### src/hw/rtl/lsos_pkg.sv
// Package for the lidar sector obstacle steering unit.
// Holds field widths, input kind codes, case codes, register indices and the fixed reset and speed constants.
// No dependencies.
package lsos_pkg;

  localparam int RangeW   = 16;
  localparam int PosW     = 12;
  localparam int WidthW   = 7;
  localparam int FactorW  = 6;
  localparam int LinearW  = 15;
  localparam int AngularW = 10;
  localparam int CfgIdxW  = 3;
  localparam int CfgDataW = 16;

  typedef enum logic [1:0] {
    KIND_SAMPLE    = 2'd0,
    KIND_SPEED_UP  = 2'd1,
    KIND_SLOW_DOWN = 2'd2,
    KIND_UNUSED    = 2'd3
  } kind_t;

  typedef enum logic [3:0] {
    CASE_CLEAR       = 4'd0,
    CASE_FRONT       = 4'd1,
    CASE_RIGHT_DIAG  = 4'd2,
    CASE_LEFT_DIAG   = 4'd3,
    CASE_FRONT_RIGHT = 4'd4,
    CASE_FRONT_LEFT  = 4'd5,
    CASE_ALL         = 4'd6,
    CASE_DIAGS       = 4'd7,
    CASE_UNKNOWN     = 4'd8
  } case_code_t;

  typedef enum logic [CfgIdxW-1:0] {
    REG_THRESHOLD   = 3'd0,
    REG_FRONT_START = 3'd1,
    REG_LEFT_START  = 3'd2,
    REG_RIGHT_START = 3'd3,
    REG_SECTOR_W    = 3'd4
  } reg_index_t;

  localparam logic [RangeW-1:0]  MinReset        = 16'd30000;
  localparam logic [RangeW-1:0]  ThresholdReset  = 16'd900;
  localparam logic [PosW-1:0]    FrontStartReset = 12'd355;
  localparam logic [PosW-1:0]    LeftStartReset  = 12'd499;
  localparam logic [PosW-1:0]    RightStartReset = 12'd211;
  localparam logic [WidthW-1:0]  SectorWReset    = 7'd10;

  // Speeds: mm/s per unit of speed factor, and the fixed turn rate.
  localparam logic signed [16:0] LinClear = 17'sd600;
  localparam logic signed [16:0] LinDiags = 17'sd500;
  localparam logic signed [AngularW-1:0] TurnRate = 10'sd500;
  localparam logic signed [16:0] LinMax = 17'sd16383;
  localparam logic signed [16:0] LinMin = -17'sd16384;

endpackage

### src/hw/rtl/lidar_sector_obstacle_steer_unit.sv
// Lidar sector obstacle steering unit: running sector minimums and steering table.
// Depends on lsos_pkg.
// A last-of-scan sample's result is loaded into the output register on acceptance.
// Throughput: 1 input transaction per cycle; the output register frees the
// input side whenever it is empty or being drained in the same cycle.
// Reset (rst, synchronous): registers to their defaults, minimums to 30 m,
// speed factor 1, held speeds 0, no result pending.
module lidar_sector_obstacle_steer_unit #(
  parameter int SAMPLES_PER_SCAN   = 720,
  parameter int SPEED_FACTOR_LIMIT = 16
) (
  input  logic                                   clk,
  input  logic                                   rst,
  input  logic                                   cfg_valid,
  output logic                                   cfg_ready,
  input  logic [lsos_pkg::CfgIdxW-1:0]           cfg_index,
  input  logic [lsos_pkg::CfgDataW-1:0]          cfg_data,
  input  logic                                   in_valid,
  output logic                                   in_ready,
  input  logic [1:0]                             kind,
  input  logic [lsos_pkg::RangeW-1:0]            range_mm,
  input  logic                                   last_of_scan,
  output logic                                   out_valid,
  input  logic                                   out_ready,
  output logic [3:0]                             case_code,
  output logic signed [lsos_pkg::LinearW-1:0]    linear_mm_s,
  output logic signed [lsos_pkg::AngularW-1:0]   angular_mrad_s
);

  localparam int RW = lsos_pkg::RangeW;
  localparam int PW = lsos_pkg::PosW;
  localparam int FW = lsos_pkg::FactorW;
  localparam int LW = lsos_pkg::LinearW;
  localparam int AW = lsos_pkg::AngularW;
  localparam logic signed [FW-1:0] FactorMax = FW'(SPEED_FACTOR_LIMIT);
  localparam logic signed [FW-1:0] FactorMin = -FW'(SPEED_FACTOR_LIMIT);
  localparam logic [PW:0] ScanLen = (PW+1)'(SAMPLES_PER_SCAN);

  // configuration registers
  logic [RW-1:0]                  threshold;
  logic [PW-1:0]                  front_start;
  logic [PW-1:0]                  left_start;
  logic [PW-1:0]                  right_start;
  logic [lsos_pkg::WidthW-1:0]    sector_width;

  // scan state
  logic [PW-1:0]                  pos;
  logic [RW-1:0]                  front_min, left_min, right_min;
  logic signed [FW-1:0]           spd_scale;
  logic signed [LW-1:0]           held_linear;
  logic signed [AW-1:0]           held_angular;

  logic                           in_fire;
  logic                           is_sample;
  logic                           result;
  logic [RW-1:0]                  front_cur, left_cur, right_cur;
  logic [PW:0]                    pos_inc;
  logic [PW-1:0]                  pos_next;
  logic                           f_blk, l_blk, r_blk, at_thr;
  lsos_pkg::case_code_t           code;
  logic signed [16:0]             lin_raw, lin_sat;
  logic signed [LW-1:0]           lin_next;
  logic signed [AW-1:0]           ang_next;
  logic signed [16:0]             sf_ext;

  function automatic logic in_sector(input logic [PW-1:0] p, input logic [PW-1:0] start,
                                     input logic [lsos_pkg::WidthW-1:0] width);
    logic [PW:0] stop;
    stop = {1'b0, start} + (PW+1)'(width);
    return (p >= start) && ({1'b0, p} < stop);
  endfunction

  assign cfg_ready = 1'b1;
  assign in_ready  = !out_valid || out_ready;
  assign in_fire   = in_valid && in_ready;
  assign is_sample = (kind == lsos_pkg::KIND_SAMPLE);
  assign result    = in_fire && is_sample && last_of_scan;

  // minimums including the current sample
  always_comb begin
    front_cur = front_min;
    left_cur  = left_min;
    right_cur = right_min;
    if (in_sector(pos, front_start, sector_width) && range_mm < front_min) begin
      front_cur = range_mm;
    end
    if (in_sector(pos, left_start, sector_width) && range_mm < left_min) begin
      left_cur = range_mm;
    end
    if (in_sector(pos, right_start, sector_width) && range_mm < right_min) begin
      right_cur = range_mm;
    end
  end

  always_comb begin
    pos_inc  = {1'b0, pos} + (PW+1)'(1);
    pos_next = (pos_inc >= ScanLen) ? '0 : pos_inc[PW-1:0];
  end

  // steering table
  always_comb begin
    f_blk  = front_cur < threshold;
    l_blk  = left_cur < threshold;
    r_blk  = right_cur < threshold;
    at_thr = (front_cur == threshold) || (left_cur == threshold) ||
             (right_cur == threshold);
    sf_ext = 17'(spd_scale);
    lin_raw = '0;
    ang_next = '0;
    case ({f_blk, l_blk, r_blk})
      3'b000: begin
        code    = lsos_pkg::CASE_CLEAR;
        lin_raw = sf_ext * lsos_pkg::LinClear;
      end
      3'b100: begin
        code     = lsos_pkg::CASE_FRONT;
        ang_next = lsos_pkg::TurnRate;
      end
      3'b001: begin
        code     = lsos_pkg::CASE_RIGHT_DIAG;
        ang_next = lsos_pkg::TurnRate;
      end
      3'b010: begin
        code     = lsos_pkg::CASE_LEFT_DIAG;
        ang_next = -lsos_pkg::TurnRate;
      end
      3'b101: begin
        code     = lsos_pkg::CASE_FRONT_RIGHT;
        ang_next = lsos_pkg::TurnRate;
      end
      3'b110: begin
        code     = lsos_pkg::CASE_FRONT_LEFT;
        ang_next = -lsos_pkg::TurnRate;
      end
      3'b111: begin
        code     = lsos_pkg::CASE_ALL;
        ang_next = lsos_pkg::TurnRate;
      end
      default: begin
        code    = lsos_pkg::CASE_DIAGS;
        lin_raw = sf_ext * lsos_pkg::LinDiags;
      end
    endcase
    if (lin_raw > lsos_pkg::LinMax) begin
      lin_sat = lsos_pkg::LinMax;
    end else if (lin_raw < lsos_pkg::LinMin) begin
      lin_sat = lsos_pkg::LinMin;
    end else begin
      lin_sat = lin_raw;
    end
    lin_next = lin_sat[LW-1:0];
    if (at_thr) begin
      code     = lsos_pkg::CASE_UNKNOWN;
      lin_next = held_linear;
      ang_next = held_angular;
    end
  end

  always_ff @(posedge clk) begin
    if (rst) begin
      threshold    <= lsos_pkg::ThresholdReset;
      front_start  <= lsos_pkg::FrontStartReset;
      left_start   <= lsos_pkg::LeftStartReset;
      right_start  <= lsos_pkg::RightStartReset;
      sector_width <= lsos_pkg::SectorWReset;
      pos          <= '0;
      front_min    <= lsos_pkg::MinReset;
      left_min     <= lsos_pkg::MinReset;
      right_min    <= lsos_pkg::MinReset;
      spd_scale    <= FW'(1);
      held_linear  <= '0;
      held_angular <= '0;
      out_valid    <= 1'b0;
    end else begin
      if (cfg_valid && cfg_ready) begin
        case (cfg_index)
          lsos_pkg::REG_THRESHOLD:   threshold    <= cfg_data;
          lsos_pkg::REG_FRONT_START: front_start  <= cfg_data[PW-1:0];
          lsos_pkg::REG_LEFT_START:  left_start   <= cfg_data[PW-1:0];
          lsos_pkg::REG_RIGHT_START: right_start  <= cfg_data[PW-1:0];
          lsos_pkg::REG_SECTOR_W:    sector_width <= cfg_data[lsos_pkg::WidthW-1:0];
          default: ;
        endcase
      end

      if (in_fire) begin
        case (kind)
          lsos_pkg::KIND_SPEED_UP: begin
            if (spd_scale < FactorMax) spd_scale <= spd_scale + FW'(1);
          end
          lsos_pkg::KIND_SLOW_DOWN: begin
            if (spd_scale > FactorMin) spd_scale <= spd_scale - FW'(1);
          end
          lsos_pkg::KIND_SAMPLE: begin
            if (last_of_scan) begin
              front_min <= lsos_pkg::MinReset;
              left_min  <= lsos_pkg::MinReset;
              right_min <= lsos_pkg::MinReset;
              pos       <= '0;
              held_linear  <= lin_next;
              held_angular <= ang_next;
            end else begin
              front_min <= front_cur;
              left_min  <= left_cur;
              right_min <= right_cur;
              pos       <= pos_next;
            end
          end
          default: ;
        endcase
      end

      if (result) begin
        out_valid <= 1'b1;
      end else if (out_ready) begin
        out_valid <= 1'b0;
      end
    end
  end

  // result register, loaded only when a scan closes
  always_ff @(posedge clk) begin
    if (result) begin
      case_code      <= code;
      linear_mm_s    <= lin_next;
      angular_mrad_s <= ang_next;
    end
  end

endmodule

### config.mk
export PLATFORM = sky130hd
export DESIGN_NAME = lidar_sector_obstacle_steer_unit
export DESIGN_NICKNAME = d
export VERILOG_FILES = /design/src/hw/rtl/lsos_pkg.sv /design/src/hw/rtl/lidar_sector_obstacle_steer_unit.sv
export SDC_FILE = /design/constraint.sdc
export NUM_CORES = 1
export LEC_CHECK = 0
export ABC_AREA = 0
export BUFFER_PORTS_ARGS = -buffer_cell sky130_fd_sc_hd__buf_2
export CAP_MARGIN = 25
export CORE_MARGIN = 1.5
export CORE_UTILIZATION = 45
export DETAILED_ROUTE_END_ITERATION = 7
export SLEW_MARGIN = 0
export SYNTH_ARGS = -nofsm -noshare
export SYNTH_HDL_FRONTEND = slang
export SYNTH_SLANG_ARGS = --single-unit
### constraint.sdc
create_clock -name clk -period 6.3 [get_ports clk]
set_input_delay 0.315 -clock clk [delete_from_list [all_inputs] [get_ports clk]]
set_output_delay 0.315 -clock clk [all_outputs]
set_load 0.1 [all_outputs]
After elaboration in Yosys (flattened, before gate mapping)
Cells that the tools add are included.
{"block": "totals", "regBits": 180, "inputBits": 43, "output_inout_bits": 32, "elab_cells": 107}
{"block": "classes", "n_addsub": 6, "multipliers": 2, "order_cmp": 17, "n_eq_ne": 17, "n_mux": 20, "n_reduce_logical": 29}
{"op": "$lt 16x16->1", "count": 6}
{"op": "$mux 16", "count": 6}
{"op": "$eq 16x16->1", "count": 3}
{"op": "$mux 15", "count": 3}
{"op": "$add 12x7->13", "count": 3}
{"op": "$lt 12x13->1", "count": 3}
{"op": "$ge 12x12->1", "count": 3}
{"op": "$pmux 17 s2", "count": 1}
{"op": "$mul 6x8->14 const B", "count": 2}
{"op": "$mux 12", "count": 2}
{"op": "$pmux 3 s7", "count": 1}
{"op": "$pmux 10 s2", "count": 1}
{"op": "$gt 17x15->1 const B", "count": 1}
{"op": "$lt 17x15->1 const B", "count": 1}
{"op": "$eq 3x3->1 const B", "count": 5}
{"op": "$add 12x1->13 const B", "count": 1}
{"op": "$ge 13x10->1 const B", "count": 1}
{"op": "$mux 6", "count": 2}
{"op": "$pmux 6 s2", "count": 1}
{"op": "$reduce_and 2->1", "count": 6}
{"op": "$mux 10", "count": 1}
{"op": "$eq 3x2->1 const B", "count": 3}
{"op": "$logic_and 1x1->1", "count": 9}
{"op": "$add 6x2->6 const B", "count": 1}
{"op": "18 further kinds", "count": 25}

Logic depth before layout (Yosys ltp)
Gate-level depths: netlist of the first run.
{"block": "logic_depth", "depth_word": 13, "ltp_mapped": 31, "ltp_nobuf": 28}

Worst setup path after synthesis of the first run
OpenSTA, ideal clock, no wires.
{"block": "synth_timing", "path_type": "register -> register", "start": "reg sector_width[1] (netlist name)", "end": "reg angular_mrad_s[2] (netlist name), data pin", "setup_ps": 254, "arrival_time_ps": 5738, "t_required_ps": 6046, "path_slack_ps": 307, "stages_incl_launch_ff": 29, "path_buffers": 2, "period_less_slack_ps": 5993, "path_cell_list": "dfxtp_1 > ha_1 > a21o_1 > a21oi_1 > o21bai_1 > a21oi_1 > o21bai_1 > a21oi_1 > nor3_1 > xnor2_1 > ha_1 > a21o_1 > a21o_1 > a21oi_1 > nand2_1 > a31o_1 > a211oi_2 > and2_1 > buf_2 > buf_2 > o21ai_1 > ha_1 > nor2b_1 > o211ai_2 > a2111o_1 > and4_1 > and2_1 > or4_1 > o21a_1"}
{"block": "synth_via", "elab_chain_len": 10, "elab_cells_between_ends": 33, "classes_between": "add/sub (3); order compare (6); eq/ne (9); mux (5); reduce/logical (10)"}
{"item": "start: declaration", "line": "lidar_sector_obstacle_steer_unit.sv:44", "source": "logic [lsos_pkg::WidthW-1:0] sector_width;"}
{"item": "start signal: assignment", "line": "lidar_sector_obstacle_steer_unit.sv:165", "source": "sector_width <= lsos_pkg::SectorWReset;"}
{"item": "start signal: assignment", "line": "lidar_sector_obstacle_steer_unit.sv:181", "source": "lsos_pkg::REG_SECTOR_W: sector_width <= cfg_data[lsos_pkg::WidthW-1:0];"}
{"item": "$add 12x7->13", "line": "lidar_sector_obstacle_steer_unit.sv:69", "source": "stop = {1'b0, start} + (PW+1)'(width);"}
{"item": "$lt 12x13->1", "line": "lidar_sector_obstacle_steer_unit.sv:70", "source": "return (p >= start) && ({1'b0, p} < stop);"}
{"item": "$logic_and 1x1->1", "line": "lidar_sector_obstacle_steer_unit.sv:70"}
{"item": "$logic_and 1x1->1, on equally long branches", "line": "lidar_sector_obstacle_steer_unit.sv:90, lidar_sector_obstacle_steer_unit.sv:84, lidar_sector_obstacle_steer_unit.sv:87"}
{"item": "$mux 16, on equally long branches", "line": "lidar_sector_obstacle_steer_unit.sv:90, lidar_sector_obstacle_steer_unit.sv:84, lidar_sector_obstacle_steer_unit.sv:87"}
{"item": "$lt 16x16->1, on equally long branches", "line": "lidar_sector_obstacle_steer_unit.sv:104, lidar_sector_obstacle_steer_unit.sv:102, lidar_sector_obstacle_steer_unit.sv:103"}
{"item": "$eq 3x3->1, or another cell as far along", "line": "lidar_sector_obstacle_steer_unit.sv:110", "source": "case ({f_blk, l_blk, r_blk})"}
{"item": "$reduce_or 4->1 (no source line) / $reduce_or 2->1 (equally long branches)"}
{"item": "$pmux 10 s2", "line": "lidar_sector_obstacle_steer_unit.sv:110"}
{"item": "$mux 10 *", "line": "lidar_sector_obstacle_steer_unit.sv:152", "source": "if (at_thr) begin"}
{"item": "net ang_next[2]", "line": "lidar_sector_obstacle_steer_unit.sv:63", "source": "logic signed [AW-1:0] ang_next;"}
{"item": "end signal: assignment", "line": "lidar_sector_obstacle_steer_unit.sv:226", "source": "angular_mrad_s <= ang_next;"}
{"item": "end: declaration", "line": "lidar_sector_obstacle_steer_unit.sv:27", "source": "output logic signed [lsos_pkg::AngularW-1:0] angular_mrad_s"}
The timed path passes the listed nets; every way through them passes the cells marked *.
A chain may end at the register's enable or synchronous reset.

Final worst setup path of the first run
{"block": "layout_timing", "start": "reg front_start[0]", "end": "reg held_linear[13]"}
{"block": "layout_via", "elab_chain_len": 13, "elab_cells_between_ends": 24, "classes_between": "add/sub (1); order compare (5); eq/ne (7); mux (5); reduce/logical (6)"}
{"item": "start: declaration", "line": "lidar_sector_obstacle_steer_unit.sv:41", "source": "logic [PW-1:0] front_start;"}
{"item": "start signal: assignment", "line": "lidar_sector_obstacle_steer_unit.sv:162", "source": "front_start <= lsos_pkg::FrontStartReset;"}
{"item": "start signal: assignment", "line": "lidar_sector_obstacle_steer_unit.sv:178", "source": "lsos_pkg::REG_FRONT_START: front_start <= cfg_data[PW-1:0];"}
{"item": "$add 12x7->13", "line": "lidar_sector_obstacle_steer_unit.sv:69"}
{"item": "$lt 12x13->1", "line": "lidar_sector_obstacle_steer_unit.sv:70"}
{"item": "$logic_and 1x1->1 *", "line": "lidar_sector_obstacle_steer_unit.sv:70"}
{"item": "$logic_and 1x1->1 *", "line": "lidar_sector_obstacle_steer_unit.sv:84", "source": "if (in_sector(pos, front_start, sector_width) && range_mm < front_min) begin"}
{"item": "$mux 16 *", "line": "lidar_sector_obstacle_steer_unit.sv:84"}
{"item": "$lt 16x16->1", "line": "lidar_sector_obstacle_steer_unit.sv:102", "source": "f_blk = front_cur < threshold;"}
{"item": "$eq 3x3->1, or another cell as far along", "line": "lidar_sector_obstacle_steer_unit.sv:110"}
{"item": "$reduce_or 6->1 (no source line)"}
{"item": "$pmux 17 s2", "line": "lidar_sector_obstacle_steer_unit.sv:110"}
{"item": "$lt 17x15->1", "line": "lidar_sector_obstacle_steer_unit.sv:146", "source": "end else if (lin_raw < lsos_pkg::LinMin) begin"}
{"item": "$mux 15", "line": "lidar_sector_obstacle_steer_unit.sv:146"}
{"item": "$mux 15", "line": "lidar_sector_obstacle_steer_unit.sv:144", "source": "if (lin_raw > lsos_pkg::LinMax) begin"}
{"item": "$mux 15 *", "line": "lidar_sector_obstacle_steer_unit.sv:152"}
{"item": "end signal: assignment", "line": "lidar_sector_obstacle_steer_unit.sv:200", "source": "held_linear <= lin_next;"}
{"item": "end: declaration", "line": "lidar_sector_obstacle_steer_unit.sv:50", "source": "logic signed [LW-1:0] held_linear;"}
Mark *: on every way between the ends. The rest lies on a longest branch, timed or not.

==> results by group, run 1 <==
Worst setup path
  – CP max-delay cell: or4_1
  – Critical Path RT: roughly 6.7 ns
  – Slowest stage delay, CP: between 0.4 and 0.5 ns
  – Worst EP arrival: 6.40 ns
  – CP Capture Type: flop
  – RR Startpoint: front_start[0]
  – Critical Path Source: front_start[0]
  – Max FO, Critical Path: 21
  – Startpoint class of the critical path: flop
  – Setup CP Type: flop to flop

CTS
  – Clk_lat worst skew: between 0.4 and 0.5 ns
  – H-tree levels: 4
  – Clk sinks: 180
  – Root Buffer: clkbuf_16
  – CTS tree: yes
  – CTS Buffer Depth: 2
  – CTS Buf Count: 17
  – Reg clk slew, reported paths: roughly 0.08 ns

Yosys
  – Syn avg cell area: 8.385 sq um
  – Synth cell types: 81
  – Synth Net Count: 2047
  – Flops & latches, synth: 180
  – Top cells by count, synth: ha_1, nand2_1, inv_1, dfxtp_1, a21oi_1
  – Post-synth EDFFs: 29
  – Post-synth ARST share: 0%
  – Predominant post-synthesis flop cell: dfxtp_1
  – Netlist Area Pre-Place: approximately 15000 sq um
  – Register area share after synthesis: a little over a quarter
  – Leading area contributor after synthesis: ha_1
  – Synth top area cells: ha_1, dfxtp_1, edfxtp_1, nand2_1, a21oi_1
  – Top-count cell post-synth: ha_1
  – YS warnings: 0
  – Yosys top cell area share: between 20% and 30%
  – Cell count after synthesis: approximately 1.7k

Global routing
  – Vias in the first global route: 12.30k
  – Initial antenna violation count: 1
  – First-pass GRT wire length: roughly 66000 um
  – Congestion Overflow GR: 0
  – Gr usage total: between 20% and 30%
  – Largest net degree at the start of global routing: 90

Routing
  – Final ANT Viol Nets: 0
  – DRC: 0
  – Vias/cell: between 5 and 6
  – Starting DRT DRC Count: about 900
  – Vias: 12.97k
  – Post-Route WL: around 42000 um
  – First-pass DRT Iterations: 6
  – WL per Instance: roughly 19 um

Die
  – Initial Util: about 46%
  – Core area: around 32000 sq um
  – Chip height: between 150 and 200 um
  – Die area: about 33000 sq um
  – Row cnt: 65
  – Die W: 182.8 um
  – I/O Pins: between 70 and 80

Power
  – Peak supply drop: roughly 0.19 mV
  – Power density over cell area: about 180 nW/um^2
  – Total power: 2937 uW
  – Leak: 0.007512 uW

Finish
  – Area grow syn2layout: 12.39%
  – Fill count: roughly 3k
  – Design area: between 15000 and 20000 sq um
  – Layout cells sized above 1: around 11%
  – NumNets Final: 2125

Timing
  – Final setup fails: 0
  – Fmax: ~170 MHz
  – Slew @ Worst Pin: ~1.0 ns
  – Final period util: a little under 100%
  – Final hold vios: 0
  – Headroom to the max-slew limit: a little over 30%
  – Pins over their slew limit: 0
  – Period minus WS final: ~6.1 ns
  – Clock Skew: around 0.021 ns

Run status
  – Status: finished clean

Worst hold path
  – Hold path startpoint: cfg_data[12]
  – HP Class: primary input to flop

Place
  – Port Buf Inserts: 73
  – Hpwl dp: 31450 um
  – Final Wtd Congestion: slightly above 0.9
  – Cell Area, Placed: ~15000 sq um

Flow run
  – Max cap viols: 0
[per-layer routing]
layer	routed length (um)	global-route usage (%)
met3	2127	3.098
met1	19380	33.88
met2	19160	41.48
met5	0	0
met4	1240	9.190
[cell families after synthesis]
group                    after synthesis  share of synthesized area (%)
flip-flops                           180                          26.78
multiplexers                          17                          1.170
buffers and inverters                222                          5.963
AO/OA/AOI/OAI                        452                          20.64
adder cells (fa/ha/maj)              271                          24.23
other                                  1                        0.02579
AND/OR/NAND/NOR                      544                          18.35
XOR/XNOR                              47                          2.831
[cell type report]
type / instances / area [sq um] / share of cell area (%)
multi-input cells: 1332 / 9910 / 60.64
flip-flops and latches: 180 / 3896 / 23.84
repair buffers: 125 / 837.1 / 5.122
inverters: 156 / 585.6 / 3.583
well taps: 402 / 503.0 / 3.078
clock buffers: 18 / 429.2 / 2.626
clock inverters: 14 / 178.9 / 1.095
diodes: 1 / 2.502 / 0.01531
[stage by stage]
| stage | hold slack, ns | std cells | utilization [%] | setup TNS [ns] | setup slack (ns) |
|---|---|---|---|---|---|
| after floorplan | 0.4328 | 1734 | - | 0 | 0.3074 |
| after global placement | 0.4435 | 2181 | 48.77 | 0 | 0.1739 |
| after detailed placement | 0.4465 | 2181 | 48.77 | 0 | 0.01986 |
| after CTS | 0.09481 | 2213 | 50.68 | 0 | 0.01401 |
| after global routing | 0.1113 | 2227 | 51.51 | -0.1408 | -0.03555 |
| final | 0.1019 | 2228 | 51.52 | 0 | 0.2494 |
[worst max-delay path, delay by kind of cell (launching register included)]
kind	cells	cell delay, ns
compound gates	13	2.59
buf+inv	4	0.66
simple gates	6	1.10
xor+xnor	1	0.07
flops	1	0.34
fa+ha+maj	4	1.18
[power breakdown]
part           switching, uW  leakage, uW  internal [uW]
Sequential              19.4      0.00149           1190
Combinational            368      0.00572            224
Clock                    559     0.000298            575
[path summary, 6_finish.rpt]
| kind | slack, ns | cells after the start | endpoint |
|---|---|---|---|
| max reg2reg | 0.25 | 28 | held_linear[13] |
| max | 0.25 | 28 | held_linear[13] |
| min reg2reg | 0.46 | 2 | threshold[5] |
| min | 0.10 | 3 | threshold[12] |
[repair_timing]
action	in CTS	in global routing
hold endpoints to repair	0	0
hold buffers	0	0
setup buffers	0	12
endpoints found under the setup margin	0	42
gates resized for setup	0	32
[layout by cell type, fill, tap and decap left out, drive strengths merged, types with 13 or more instances in the layout]
| master | count |
|---|---|
| o21a | 16 |
| inv | 164 |
| o21ai | 101 |
| edfxtp | 29 |
| ha | 252 |
| nor2 | 77 |
| nor2b | 13 |
| o21bai | 15 |
| nand2 | 217 |
| a31oi | 15 |
| nand3 | 65 |
| and2 | 13 |
| a21o | 41 |
| o211ai | 23 |
| a22o | 15 |
| a211oi | 14 |
| nand4 | 42 |
| buf | 123 |
| clkbuf | 20 |
| and3 | 20 |
| xnor2 | 36 |
| a21oi | 124 |
| nand2b | 17 |
| dfxtp | 151 |
| nand3b | 21 |
| fa | 18 |
| nor3 | 21 |
| mux2i | 17 |
[flip-flops by register name, indices dropped and copies added, names as in the netlist]
| signal | flops |
|---|---|
| angular_mrad_s | 10 |
| case_code | 4 |
| front_min | 16 |
| front_start | 12 |
| held_angular | 10 |
| held_linear | 15 |
| left_min | 16 |
| left_start | 12 |
| linear_mm_s | 15 |
| out_valid | 1 |
| pos | 12 |
| right_min | 16 |
| right_start | 12 |
| sector_width | 7 |
| spd_scale | 6 |
| threshold | 16 |
Note: power is estimated with default switching activity, not from simulation.
==> run 2: changes to the inputs <==
==> constraint.sdc (replaced) <==
create_clock -name clk -period 5.6 [get_ports clk]
set_input_delay 0.28 -clock clk [delete_from_list [all_inputs] [get_ports clk]]
set_output_delay 0.28 -clock clk [all_outputs]
set_load 0.1 [all_outputs]
==> run 2 against run 1 <==
Net effect:
- the run now ends with negative setup slack left
- die area unchanged
- worst hold slack worse by 0.054 ns
- routed wire length rose by 8.3%
- clock skew fell by 0.0039 ns
- cell count increased by 6.4%
- combinational power up 29%
- maximum frequency increased by 3.1%
- flip-flop and latch count unchanged
- global-route usage grew 1.8 points
- sequential share of layout area is 2.6 points lower
==> results by group, run 2 (synthesis results as in run 1) <==
Worst setup path
  – Critical Path RT: 5.97 ns
  – Startpoint class of the critical path: flop
  – Slowest stage delay, CP: between 0.4 and 0.5 ns
  – Setup CP Type: flop to flop
  – CP max-delay cell: or4_4
  – Total buffers and inverters traversed by the critical path: 5
  – CP Capture Type: flop
  – CP top delay family: compound AO/OA/AOI/OAI gates
  – Max FO, Critical Path: 7
  – Worst EP arrival: roughly 6.2 ns

Finish
  – Commonest cells after routing, fill and taps aside: ha_1, nand2_1, inv_1, dfxtp_1, buf_4
  – Area grow syn2layout: 26.17%
  – NumNets Final: between 2k and 2.5k
  – Commonest non-fill, non-tap cell in the layout: ha_1
  – N_diodes: 0
  – Design area: around 18000 sq um
  – Fill count: 2860
  – Layout cells sized above 1: between 20 and 25%

Timing
  – Final period util: 104.8%
  – Pins over their slew limit: 0
  – Headroom to the max-slew limit: between 30% and 40%
  – Fmax: around 170 MHz
  – Clock Skew: roughly 0.017 ns
  – RSZ-0062 raised after global routing: yes
  – Final setup fails: just over 40
  – Final WS setup: -0.2691 ns
  – Final hold vios: 0
  – Slew @ Worst Pin: between 0.9 and 1 ns
  – Period minus WS final: roughly 5.9 ns

Routing
  – Vias/cell: ~5.8
  – Final ANT Viol Nets: 0
  – WL per Instance: around 19 um
  – Post-Route WL: 45400 um
  – First-pass DRT Iterations: 5
  – Vias: 13.81k
  – Starting DRT DRC Count: just under 1k
  – DRC: 0

Power
  – Leak: roughly 0.0084 uW
  – Peak supply drop: between 0.2 and 0.25 mV
  – P_int: between 2000 and 2500 uW
  – Sequential share of power: around 40%
  – Comb pwr share: around 23%
  – P_sw: about 1100 uW
  – Total power: ~3400 uW
  – Sw Ratio: between 30 and 40%
  – Clock network power share: between 30% and 40%
  – Power density over cell area: ~180 nW/um^2

Die
  – Initial Util: ~46%
  – Die W: about 180 um
  – Row cnt: 65
  – Chip height: 182.8 um
  – Core area: between 30000 and 40000 sq um
  – Die area: around 33000 sq um
  – I/O Pins: 75

CTS
  – CTS Buffer Depth: 2
  – Reg clk slew, reported paths: approximately 0.08 ns
  – Root Buffer: clkbuf_16
  – H-tree levels: 4
  – CTS tree: yes
  – Clk sinks: 180
  – Clk_lat worst skew: roughly 0.47 ns
  – CTS Buf Count: 17
  – # hold bufs at CTS: 0

Global routing
  – Initial antenna violation count: 0
  – Congestion Overflow GR: 0
  – Largest net degree at the start of global routing: just over 60
  – Gr usage total: 26.95%
  – First-pass GRT wire length: 70300 um
  – Vias in the first global route: around 13k

Run status
  – Failing checks: negative setup slack
  – Status: finished with violations

Place
  – Final Wtd Congestion: 0.8858
  – Hpwl dp: 32610 um
  – Port Buf Inserts: 73
  – Cell Area, Placed: ~16000 sq um

Worst hold path
  – HP Class: primary input to flop

Flow run
  – Max cap viols: 0
run 2: repair_timing:
item	in CTS	in global routing
cloned	9	3
setup endpoints to repair	48	53
pin swaps	60	63
gates resized for setup	120	87
hold endpoints to repair	0	0
buffers inserted	33	29
run 2: worst reg2reg max path: cells and delay by family (launching register included):
kind	cells	cell delay (ns)
compound gates	13	2.53
simple gates	6	1.06
fa+ha+maj	4	0.97
buf+inv	5	0.75
flops	1	0.37
xor+xnor	1	0.07
run 2: path summary, 6_finish.rpt:
| check | end | depth (start not counted) | slack [ns] | from |
|---|---|---|---|---|
| max | held_linear[13] | 29 | -0.27 | sector_width[0] |
| min | threshold[12] | 3 | 0.05 | cfg_data[12] |
| max reg2reg | held_linear[13] | 29 | -0.27 | sector_width[0] |
| min reg2reg | held_angular[5] | 2 | 0.46 | held_angular[5] |
run 2: area by class of cell:
| cell class | instances | area, sq um | share of cell area [%] |
|---|---|---|---|
| flip-flops and latches | 180 | 3904 | 21.28 |
| clock inverters | 14 | 167.7 | 0.9139 |
| clock buffers | 18 | 429.2 | 2.339 |
| multi-input cells | 1333 | 10530 | 57.40 |
| well taps | 402 | 503.0 | 2.742 |
| repair buffers | 267 | 2226 | 12.13 |
| inverters | 156 | 585.6 | 3.192 |
run 2: power groups by stage:
stage          clock network [uW]  logic (uW)  registers, uW
2_1_floorplan                   0         420           1420
3_3_place_gp                    0         682           1390
5_1_grt                      1320         846           1360
6_report                     1250         764           1360
3_5_place_dp                    0         696           1390
4_1_cts                      1270         734           1360
run 2: per-stage QoR:
step,cells,hold slack [ns],util [%],setup TNS [ns],setup WS (ns)
global placement,2268,0.4456,51.07,-14.63,-0.5221
global route,2370,0.06450,57.84,-15.56,-0.5162
floorplan,1734,0.3978,-,0,0.01115
finish,2370,0.04818,57.84,-5.344,-0.2691
detailed placement,2269,0.4476,51.09,-17.85,-0.6015
CTS,2343,0.03596,55.85,-1.708,-0.1186
run 2: layer usage:
layer / vias up / routed length, um / global-route usage (%)
li1: 6696 / - / -
met1: 6616 / 20190 / 35.22
met2: 399 / 21190 / 44.15
met3: 97 / 2322 / 4.150
met4: 0 / 1695 / 11.67
met5: - / 0 / 0
==> run 3: changes to the inputs <==
--- a/config.mk
+++ b/config.mk
@@ -11,6 +11,9 @@
 export CORE_MARGIN = 1.5
 export CORE_UTILIZATION = 45
 export DETAILED_ROUTE_END_ITERATION = 7
+export GPL_ROUTABILITY_DRIVEN = 0
+export REMOVE_ABC_BUFFERS = 1
+export SKIP_LAST_GASP = 1
 export SLEW_MARGIN = 0
 export SYNTH_ARGS = -nofsm -noshare
 export SYNTH_HDL_FRONTEND = slang
==> run 3 against run 2 <==
Net effect:
- the run still ends with negative setup slack left
- global-route usage shrank 1.3 points
- utilization shrank 0.49 points
- largest power group unchanged
- critical path type unchanged
- via count shrank 1.7%
==> results by group, run 3 (synthesis results as in run 1) <==
Place
  – Hpwl dp: around 31000 um
  – Port Buf Inserts: between 70 and 80
  – Place WS: -0.4047 ns
  – Cell Area, Placed: approximately 16000 sq um

Die
  – I/O Pins: 75
  – Die area: about 33000 sq um
  – Row cnt: 65
  – Initial Util: between 40% and 50%
  – Die W: roughly 180 um
  – Chip height: 182.8 um
  – Core area: between 30000 and 40000 sq um

CTS
  – Reg clk slew, reported paths: 0.08 ns
  – H-tree levels: 4
  – CTS Buf Count: 17
  – CTS tree: yes
  – CTS Buffer Depth: 2
  – Clk_lat worst skew: ~0.45 ns
  – Root Buffer: clkbuf_16
  – Clk sinks: 180

Worst setup path
  – Startpoint class of the critical path: flop
  – Critical Path Source: left_start[0]
  – CP max-delay cell: or4_4
  – Setup CP Type: flop to flop
  – Max FO, Critical Path: 7
  – Critical Path RT: between 5 and 6 ns
  – Worst EP arrival: roughly 6.3 ns
  – Slowest stage delay, CP: around 0.56 ns
  – CP Capture Type: flop
  – RR Startpoint: left_start[0]

Flow run
  – Max cap viols: 0

Run status
  – Failing checks: negative setup slack
  – Status: finished with violations

Finish
  – Layout cells sized above 1: 22.28%
  – Design area: ~18000 sq um
  – NumNets Final: roughly 2.3k
  – Commonest cells after routing, fill and taps aside: ha_1, nand2_1, inv_1, dfxtp_1, buf_4
  – Util after Layout: 57.35%
  – Area grow syn2layout: 25.10%
  – Commonest non-fill, non-tap cell in the layout: ha_1

Timing
  – Setup TNS: -9.484 ns
  – Final WS setup: -0.3822 ns
  – RSZ-0062 raised after global routing: yes
  – Final hold vios: 0
  – Final period util: 106.8%
  – Final setup fails: 42
  – Hold WS: approximately 0.075 ns
  – Pins over their slew limit: 0
  – Fmax: 167.2 MHz
  – Clock Skew: about 0.014 ns
  – Slew @ Worst Pin: 1.087 ns
  – Headroom to the max-slew limit: 27.26%
  – Period minus WS final: ~6 ns

Global routing
  – First-pass GRT wire length: 67570 um
  – Gr usage total: 25.70%
  – Vias in the first global route: about 13k
  – Congestion Overflow GR: 0
  – Initial antenna violation count: 1
  – Largest net degree at the start of global routing: between 60 and 70

Power
  – Sw Ratio: between 30 and 40%
  – Sequential share of power: 41.0%
  – P_sw: 1076 uW
  – P_int: around 2200 uW
  – Leak: around 0.0085 uW
  – Power density over cell area: 182.0 nW/um^2
  – Clock network power share: a little over a third
  – Comb pwr share: 23.4%
  – Peak supply drop: 0.2386 mV

Routing
  – Vias/cell: ~5.8
  – WL per Instance: 18.39 um
  – Final ANT Viol Nets: 0
  – Starting DRT DRC Count: 879
  – Vias: ~14k
  – DRC: 0
  – First-pass DRT Iterations: 5
  – Post-Route WL: ~43000 um

Worst hold path
  – HP Class: primary input to flop
  – Hold path startpoint: cfg_data[14]
==> run 3: cell count changes in the layout (fill, tap and decap cells not counted), sizes merged <==
cell / delta
a31o: +1
clkinv: +1
and3: -1
buf: -12
diode: +1
==> run 3: worst paths after layout <==
kind                                        end  slack (ns)  cells past startpoint
worst min-delay path              threshold[14]        0.07                      3
worst max register to register  held_linear[10]       -0.38                     32
worst min register to register    threshold[15]        0.46                      2
worst max-delay path            held_linear[10]       -0.38                     32
==> run 3: what timing repair did <==
action / in CTS / in global routing
hold buffers: 0 / 0
buffers inserted: 34 / 32
gates cloned: 5 / 3
endpoints found under the setup margin: 48 / 54
pin swaps: 56 / 49
resized for setup: 83 / 135
==> run 3: final cells by class <==
cell class	instances	area, sq um
repair buffers	256	2087
flip-flops and latches	180	3906
diodes	1	2.502
clock inverters	15	123.9
well taps	402	503.0
inverters	156	585.6
clock buffers	17	425.4
fillers	2898	13530
multi-input cells	1333	10560
==> run 3: power by group through the flow <==
stage                     registers [uW]  logic [uW]  clock network (uW)
final                               1360         775                1180
after global placement              1390         676                   0
after floorplan                     1420         404                   0
after global routing                1360         858                1250
after detailed placement            1390         679                   0
after CTS                           1360         720                1200
==> run 3: critical path, delay by kind of cell (launching register included) <==
family / cells / cell delay (ns)
and+or+nand+nor: 8 / 1.33
adders and majority gates: 4 / 0.93
DFF: 1 / 0.38
xor gates and xnor gates: 1 / 0.13
AOI/OAI and AO/OA: 14 / 2.44
buffers and inverters: 5 / 0.67
==> run 3: metrics by stage <==
stage	instances	power (uW)
2_1_floorplan	1668	1829
3_3_place_gp	2256	2062
3_5_place_dp	2256	2065
4_1_cts	2327	3273
5_1_grt	2360	3463
6_report	2360	3311
==> run 3: routing by layer <==
metal,wire length (um),GRT usage [%],up-vias
li1,-,-,6689
met1,19370,33.61,6459
met2,20690,42.98,352
met3,2242,4.150,70
met4,1102,8.826,0
met5,0,0,-
